[config.mk]
export PLATFORM = sky130hd
export DESIGN_NAME = mfde_ctrl
export DESIGN_NICKNAME = d
export VERILOG_FILES = /design/src/mfde_pkg.sv /design/src/mfde_ctrl.sv
export SDC_FILE = /design/constraint.sdc
export NUM_CORES = 1
export LEC_CHECK = 0
export BUFFER_PORTS_ARGS = -buffer_cell sky130_fd_sc_hd__buf_2
export CORE_MARGIN = 1.5
export CORE_UTILIZATION = 45
export CTS_BUF_LIST = sky130_fd_sc_hd__clkbuf_8 sky130_fd_sc_hd__clkbuf_16
export DETAILED_ROUTE_END_ITERATION = 6
export GPL_TIMING_DRIVEN = 0
export PLACE_DENSITY = 0.77
export SETUP_SLACK_MARGIN = 0.02
export SLEW_MARGIN = 5
export SYNTH_ARGS = -nofsm -noshare
export SYNTH_HDL_FRONTEND = slang
export SYNTH_SLANG_ARGS = --single-unit
[constraint.sdc]
create_clock -name clk_i -period 3.9 [get_ports clk_i]
set_input_delay 0.78 -clock clk_i [delete_from_list [all_inputs] [get_ports clk_i]]
set_output_delay 0.78 -clock clk_i [all_outputs]
set_load 0.01 [all_outputs]
[src/mfde_pkg.sv]
// shared types, constants and glyph table for the framebuffer draw engine
// no dependencies
`default_nettype none
package mfde_pkg;
  localparam int ScreenWidth  = 128;
  localparam int ScreenHeight = 64;
  localparam int PageCount    = (ScreenHeight + 7) / 8;
  localparam int StoreBytes   = ScreenWidth * PageCount;
  localparam int AddrW        = $clog2(StoreBytes);

  localparam logic [2:0] ActClear = 3'd0;
  localparam logic [2:0] ActPixel = 3'd1;
  localparam logic [2:0] ActRect  = 3'd2;
  localparam logic [2:0] ActGlyph = 3'd3;
  localparam logic [2:0] ActRead  = 3'd4;

  // controller commands to the datapath
  typedef struct packed {
    logic load;      // capture request fields
    logic init_x;    // column counter back to start
    logic step_y;    // next row within column
    logic step_x;    // next column, row back to start
    logic clr_addr;  // clear sweep address to zero
    logic step_addr; // next sweep address
    logic rd_pix;    // read byte for current pixel
    logic wr_pix;    // write modified byte for current pixel
    logic wr_clr;    // write zero at sweep address
    logic rd_addr;   // read byte at request address
    logic cap_data;  // capture read data as result
    logic zero_data; // result is zero
  } ctrl_t;

  typedef struct packed {
    logic last_y;
    logic last_x;
    logic last_addr;
    logic empty;     // nothing to draw
    logic pix_ok;    // current pixel on screen
    logic addr_ok;   // request address in range
  } stat_t;

  function automatic logic [5:0] glyph_index(input logic [7:0] c);
    logic [5:0] g;
    g = 6'd0;
    if (c >= 8'h41 && c <= 8'h5A) g = 6'(c - 8'h40);
    else if (c >= 8'h61 && c <= 8'h7A) g = 6'(c - 8'h60);
    else if (c >= 8'h30 && c <= 8'h39) g = 6'(c - 8'h30 + 8'd27);
    else if (c == 8'h3A) g = 6'd37;
    return g;
  endfunction

  function automatic logic [39:0] glyph_rom(input logic [5:0] g);
    logic [39:0] r;
    case (g)
      6'd1:  r = 40'h7C1211127C;  6'd2:  r = 40'h7F49494936;
      6'd3:  r = 40'h3E41414122;  6'd4:  r = 40'h7F4141221C;
      6'd5:  r = 40'h7F49494941;  6'd6:  r = 40'h7F09090901;
      6'd7:  r = 40'h3E4149497A;  6'd8:  r = 40'h7F0808087F;
      6'd9:  r = 40'h00417F4100;  6'd10: r = 40'h2040413F01;
      6'd11: r = 40'h7F08142241;  6'd12: r = 40'h7F40404040;
      6'd13: r = 40'h7F020C027F;  6'd14: r = 40'h7F0408107F;
      6'd15: r = 40'h3E4141413E;  6'd16: r = 40'h7F09090906;
      6'd17: r = 40'h3E4151215E;  6'd18: r = 40'h7F09192946;
      6'd19: r = 40'h4649494931;  6'd20: r = 40'h01017F0101;
      6'd21: r = 40'h3F4040403F;  6'd22: r = 40'h1F2040201F;
      6'd23: r = 40'h3F4038403F;  6'd24: r = 40'h6314081463;
      6'd25: r = 40'h0708700807;  6'd26: r = 40'h6151494543;
      6'd27: r = 40'h3E5149453E;  6'd28: r = 40'h00427F4000;
      6'd29: r = 40'h4261514946;  6'd30: r = 40'h2141454B31;
      6'd31: r = 40'h1814127F10;  6'd32: r = 40'h2745454539;
      6'd33: r = 40'h3C4A494930;  6'd34: r = 40'h0171090503;
      6'd35: r = 40'h3649494936;  6'd36: r = 40'h064949291E;
      6'd37: r = 40'h0036360000;
      default: r = 40'h0;
    endcase
    return r;
  endfunction
endpackage
`default_nettype wire

[src/mfde_ctrl.sv]
// command sequencer for the draw engine
// depends on mfde_pkg
`default_nettype none
module mfde_ctrl import mfde_pkg::*; (
  input  wire logic       clk_i,
  input  wire logic       rst_ni,
  input  wire logic       in_valid_i,
  output logic            in_ready_o,
  input  wire logic [2:0] action_i,
  output logic            out_valid_o,
  input  wire logic       out_ready_i,
  input  wire stat_t      stat_i,
  output ctrl_t           ctrl_o
);
  typedef enum logic [7:0] {
    SIdle  = 8'b00000001,
    SClear = 8'b00000010,
    SStart = 8'b00000100,
    SRead  = 8'b00001000,
    SWrite = 8'b00010000,
    SRdA   = 8'b00100000,
    SRdB   = 8'b01000000,
    SDone  = 8'b10000000
  } state_e;
  state_e state_q, state_d;
  logic out_valid_q, out_valid_d;

  assign in_ready_o  = (state_q == SIdle) && !out_valid_q;
  assign out_valid_o = out_valid_q;

  always_comb begin
    state_d = state_q; ctrl_o = '0; out_valid_d = out_valid_q;
    if (out_valid_q && out_ready_i) out_valid_d = 1'b0;
    case (state_q)
      SIdle: if (in_valid_i && in_ready_o) begin
        ctrl_o.load = 1'b1; ctrl_o.clr_addr = 1'b1; ctrl_o.zero_data = 1'b1;
        case (action_i)
          ActClear: state_d = SClear;
          ActPixel, ActRect, ActGlyph: state_d = SStart;
          ActRead: state_d = SRdA;
          default: state_d = SDone;
        endcase
      end
      SClear: begin
        ctrl_o.wr_clr = 1'b1; ctrl_o.step_addr = 1'b1;
        if (stat_i.last_addr) state_d = SDone;
      end
      SStart: begin
        ctrl_o.init_x = 1'b1;
        state_d = stat_i.empty ? SDone : SRead;
      end
      SRead: begin
        ctrl_o.rd_pix = 1'b1;
        state_d = SWrite;
      end
      SWrite: begin
        ctrl_o.wr_pix = stat_i.pix_ok;
        state_d = SRead;
        if (stat_i.last_y) begin
          if (stat_i.last_x) state_d = SDone;
          else ctrl_o.step_x = 1'b1;
        end else ctrl_o.step_y = 1'b1;
      end
      SRdA: begin
        ctrl_o.rd_addr = 1'b1;
        state_d = SRdB;
      end
      SRdB: begin
        if (stat_i.addr_ok) ctrl_o.cap_data = 1'b1;
        state_d = SDone;
      end
      SDone: begin
        out_valid_d = 1'b1;
        state_d = SIdle;
      end
      default: state_d = SIdle;
    endcase
  end

  always_ff @(posedge clk_i or negedge rst_ni) begin
    if (!rst_ni) begin
      state_q <= SClear; out_valid_q <= 1'b0;
    end else begin
      state_q <= state_d; out_valid_q <= out_valid_d;
    end
  end
endmodule
`default_nettype wire

==> results of run 1 <==
==> worst paths after layout <==
kind	to	depth (start not counted)	startpoint	slack, ns
max	ctrl_o[1]	4	state_q[0]	1.23
min	state_q[3]	1	rst_ni	0.38
max reg2reg	state_q[1]	4	state_q[7]	2.07
min reg2reg	out_valid_o	2	out_valid_o	0.57
max in group asynchronous	state_q[1]	1	rst_ni	3.28
min in group clk_i	out_valid_o	2	out_valid_o	0.57
==> power groups by stage <==
stage	Clock, W	Sequential [W]	Combinational (W)
final	0.000102	0.000139	0.000203
after global routing	0.000111	0.000143	0.000224
after CTS	0.000103	0.000139	0.000203
after detailed placement	0	0.000140	0.000203
after global placement	0	0.000139	0.000195
after floorplan	0	0.000137	0.000142
==> metal layers <==
metal	part of all wire [%]	up-vias	track usage, %
met5	0	-	0
met4	1.7	0	10.3
met3	6.3	2	6.82
met2	50	22	34.8
met1	42	269	22.8
li1	-	293	-
==> flip-flops by register name, indices dropped and copies added (netlist names) <==
register     cells
state_q          8
out_valid_o      1
==> through the flow <==
step                      setup WS, ns  hold WS, ns  instance area (sq um)  std cells  total power, W
final                             1.23        0.385                    798        111        0.000444
after CTS                         1.24        0.388                    798        111        0.000445
after detailed placement          1.49        0.555                    753        107        0.000343
after global placement            1.53        0.558                    753        107        0.000334
after floorplan                   1.66        0.484                    604         66        0.000279
after global routing              1.07        0.387                    798        111        0.000478
==> kinds of logic (layout without fill, tap and decap cells) <==
| group | after synthesis | in the layout | synth area share [%] |
|---|---|---|---|
| buffers and inverters | 8 | 38 | 6.83 |
| AND/OR/NAND/NOR | 40 | 40 | 44.7 |
| XOR/XNOR | 1 | 1 | 1.45 |
| AO/OA/AOI/OAI | 8 | 8 | 9.52 |
| flip-flops | 9 | 9 | 37.5 |
==> Yosys cell counts (2+ instances only) <==
| cell | instances | area share [%] |
|---|---|---|
| nor2_1 | 11 | 6.8 |
| dfrtp_1 | 8 | 33 |
| and4b_1 | 5 | 8.3 |
| inv_1 | 5 | 3.1 |
| nand3_1 | 4 | 3.3 |
| o21ai_0 | 4 | 3.3 |
| buf_4 | 3 | 3.7 |
| nand2_1 | 3 | 1.9 |
| nand2b_1 | 3 | 3.1 |
| nand3b_1 | 2 | 2.5 |
| nand4b_1 | 2 | 2.9 |
| nor2b_1 | 2 | 2.1 |
==> layout make-up <==
| cell class | instances | area (sq um) |
|---|---|---|
| Clock inverter | 1 | 3.75 |
| Clock buffer | 3 | 41.3 |
| Timing Repair Buffer | 26 | 130 |
| Buffer | 3 | 22.5 |
| Inverter | 5 | 18.8 |
| Fill cell | 120 | 470 |
| Multi-Input combinational cell | 49 | 337 |
| Tap cell | 15 | 18.8 |
| Sequential cell | 9 | 226 |
==> run metrics, run 1 <==
CP max FO 6; Post-Syn Area 604 sq um; root buf cell clkbuf_8; Slew @ Worst Pin 0.774 ns; Final Util 62.9%; gr ovfl total 0; Syn Inst Count 66; CP endpoint kind output pin; RePlAce Congestion 0.776; async set or reset register ratio after synthesis 100%; vias per inst 5.28; number of DRC markers in iteration 0 9; Sw Share 37.8%; Clock Path Buffers 2; Post-synth EDFFs 0; hold_buf cts 0; post-synthesis net count 79; Die Y 39.6 um; sequential share of power 31.4%; Synth cell types 26; Synth Warn # 0; P per Cell Area 556 nW/um^2; data required time of the critical path 3.12 ns; Fin. Hold Viols 0; sequential fraction of the synthesis area 37.5%; worst hold path type in -> async; ANT cells 0; CTS tree built; Fin Clk Skew 0.00325 ns; H-Tree Depth 1; relative slew slack 47.9%; WP buf/inv 1; Avg Cell Area, Syn 9.16 sq um; setup repair bufs after CTS 0; Die W 39.6 um; DRC viols 0; remaining antenna violation count 0; Cell Chain, Critical Path nor4_1, nand4b_1, nor2_1, buf_2; Clk pwr share 22.9%; max-cap viol count 0; Final Max Slew Viols 0; first-pass detailed-route iteration total 4; arrival time worst endpoint 1.89 ns; Global Route Usage Sum 20.7%; #FFs+latches synth 9; slowest stage delay, CP 0.71 ns; # rows 13; initial antenna violation count 0; Post-CTS Resized 0; Via Count 586; clock transition at the registers of the reported paths 0.04 ns; layout cell share with drive strength beyond 1 38.5%; Fmax 374 MHz; Setup-failing EPs final 0; Period Utilization, post-route 68.5%; clk sink count 9; CP Launch Type register; wire per inst 11.4 um; Slowest cell on crit path nor4_1; top_reg_cell synth dfrtp_1; setup_tns 0 ns; RSZ-0062 raised after global routing false; status finished, final reports clean; most common library cell in the layout ignoring fill and taps buf_2; Int Power 0.000276 W; first-pass GRT wire length 2060 um; CTS buffer count 3; CP top delay family simple AND/OR/NAND/NOR gates; Worst-Skew Late Latency 0.23 ns; DRT Wirelength 1270 um; CORE AREA 1270 sq um; IO Port Bufs 26; most frequent cells in the layout buf_2 (26), nor2_1 (11), dfrtp_1 (8); P_sw 0.000168 W; nets 110; Top Ports 27; post-layout minimum cycle time 2.67 ns; combinational power share 45.7%; Initial Util 47.6%; largest net degree at the start of global routing 10; Static Leak 0.441 nW; IR drop worst, VDD 269 uV; DP HPWL 1040 um; WS Path Type reg -> out; DIE AREA 1570 sq um; Area growth syn-to-layout 32.1%; number of global-route vias before repair 498
(Power assumes the default switching activity.)
==> inputs of run 2 (changes only) <==
CORE_UTILIZATION = 40   (was 45)
PLACE_DENSITY = 0.72   (was 0.77)
clock period = 2.4 ns   (was 3.9 ns; I/O delays follow)
==> run 2 against run 1 <==
Compared with the run above:
- worst setup slack lost 1.0 ns
- power grew 67%
- largest cell class unchanged
- critical path type unchanged
- critical endpoint is now ctrl_o[11]
- non-clock buffer count up 1
- die area up 12%
- highest routed layer unchanged
- critical path depth is 2 higher
- cell area increased by 2.0%
- sequential power up 65%
- sequential share of layout area down 0.57 points
- first-iteration DRC count shrank 33%
==> run metrics, run 2 (synthesized netlist as in run 1, its figures left out) <==
Placed Instances 107 (unchanged); largest net degree at the start of global routing 10 (unchanged); Slew @ Worst Pin 0.477 ns (-0.297 ns); Top reg by flops state_q; CP Launch Type register; most frequent cells in the layout buf_2 (26), nor2_1 (10), dfrtp_1 (8); wire per inst 11.4 um (about the same); CP max FO 7 (+1); relative slew slack 67.9% (+20 points); clk sink count 9 (unchanged); Setup WS pre-CTS 0.267 ns (-1.22 ns); RePlAce Congestion 0.806 (+3.8%); WP buf/inv 3 (+2); Clk pwr share 22.1% (-0.8 points); DIE AREA 1750 sq um (+12%); Die Y 41.9 um (+5.6%); gr ovfl total 0 (unchanged); sequential share of power 31.1% (-0.3 points); Die W 41.9 um (+5.6%); setup slack after layout 0.223 ns (-1.01 ns); Fin. Hold Viols 0 (unchanged); P_sw 0.000274 W (+63%); Slowest cell on crit path dfrtp_1; Cell Chain, Critical Path nor4_4, buf_4, nand4b_4, nor2_2, buf_4, buf_2; Clock Path Buffers 2 (unchanged); remaining antenna violation count 0 (unchanged); Static Leak 0.446 nW (+1.3%); Final Max Slew Viols 0 (unchanged); most used cell, CP buf_4; WS Path Type reg -> out; CP endpoint kind output pin; P per Cell Area 908 nW/um^2 (+63%); RSZ-0062 raised after global routing false; max-cap viol count 0 (unchanged); layout cell share with drive strength beyond 1 41.2% (+2.7 points); clock transition at the registers of the reported paths 0.04 ns (about the same); worst hold path type in -> async; vias per inst 5.12 (-3.1%); Layout Cells excl Fill 112 (+0.90%); Area growth syn-to-layout 34.8%; post-layout minimum cycle time 2.18 ns; IO Port Bufs 26 (unchanged); Period Utilization, post-route 90.7%; DP HPWL 1060 um (+2.2%); root buf cell clkbuf_8; CTS buffer count 3 (unchanged); Filler cells 125 (+4.2%); first-pass detailed-route iteration total 4 (unchanged); H-Tree Depth 1 (unchanged); CORE AREA 1350 sq um (+6.4%); Initial Util 44.8% (-2.9 points); hold_buf cts 0 (unchanged); ANT cells 0 (unchanged); CTS tree built; Int Power 0.000466 W (+69%); Fin Clk Skew 0.00330 ns (+0.0000545 ns); DRT Wirelength 1280 um (+0.95%); # rows 13 (unchanged); most common library cell in the layout ignoring fill and taps buf_2; initial antenna violation count 0 (unchanged); Top Ports 27 (unchanged); nets 111 (+0.91%); CP top delay family simple AND/OR/NAND/NOR gates; IR drop worst, VDD 388 uV (+44%); max FFs per register 8 (unchanged); Global Route Usage Sum 15.9% (-4.7 points); slowest stage delay, CP 0.45 ns (-0.26 ns); combinational power share 46.8% (+1.1 points); Fmax 459 MHz; first-pass GRT wire length 2130 um (+3.7%); Hold Slack 0.0889 ns (-0.296 ns); number of global-route vias before repair 489 (-1.8%); number of DRC markers in iteration 0 6 (-3); Sw Share 37.0% (-0.82 points); arrival time worst endpoint 1.70 ns (-0.19 ns); data required time of the critical path 1.92 ns (-1.20 ns); status finished, final reports clean; Via Count 573 (-2.2%); setup_tns 0 ns (unchanged); DRC viols 0 (unchanged); Setup-failing EPs final 0 (unchanged); Worst-Skew Late Latency 0.23 ns (about the same)
run 2: cell types whose count changed in the layout (fill, tap and decap cells not counted), sizes merged:
cell / delta
buf: +1
run 2: layer usage:
metal / vias to the layer above / GRT usage [%] / routed length [um]
met5: - / 0 / 0
li1: 299 / - / -
met3: 2 / 2.61 / 43
met2: 16 / 24.1 / 611
met1: 256 / 21.9 / 610
met4: 0 / 7.74 / 15
run 2: path summary, 6_finish.rpt:
path / cells after the start / slack, ns / end / from
max: 6 / 0.22 / ctrl_o[11] / state_q[2]
min: 1 / 0.09 / state_q[4] / rst_ni
max reg2reg: 5 / 0.62 / state_q[1] / state_q[2]
min reg2reg: 2 / 0.58 / out_valid_o / out_valid_o
max in group asynchronous: 1 / 2.07 / state_q[1] / rst_ni
min in group clk_i: 2 / 0.41 / state_q[1] / stat_i[3]
run 2: what timing repair did:
item / 4_1_cts / 5_1_grt
gates resized for setup: 1 / 1
pin swaps: 0 / 1
buffers inserted: 0 / 1
endpoints found under the setup margin: 1 / 4
run 2: cell type report:
class / count / area (sq um) / share of cell area (%)
multi-input combinational: 49 / 345 / 42.4
sequential: 9 / 226 / 27.8
timing repair buffer: 27 / 138 / 16.9
clock buffer: 3 / 41.3 / 5.07
buffer: 3 / 22.5 / 2.76
inverter: 5 / 18.8 / 2.30
tap: 15 / 18.8 / 2.30
clock inverter: 1 / 3.75 / 0.461
run 2: power groups by stage:
stage,clock [W],combinational [W],sequential (W)
2_1_floorplan,0,0.000230,0.000223
3_3_place_gp,0,0.000320,0.000228
5_1_grt,0.000180,0.000387,0.000235
3_5_place_dp,0,0.000324,0.000229
4_1_cts,0.000170,0.000328,0.000229
6_report,0.000164,0.000346,0.000230
run 2: metrics by stage:
stage          area, sq um  power [W]  utilization (%)
5_1_grt                815   0.000802             60.3
6_report               815   0.000740             60.3
4_1_cts                805   0.000727             59.6
3_3_place_gp           753   0.000548             55.8
2_1_floorplan          604   0.000453                -
3_5_place_dp           753   0.000553             55.8
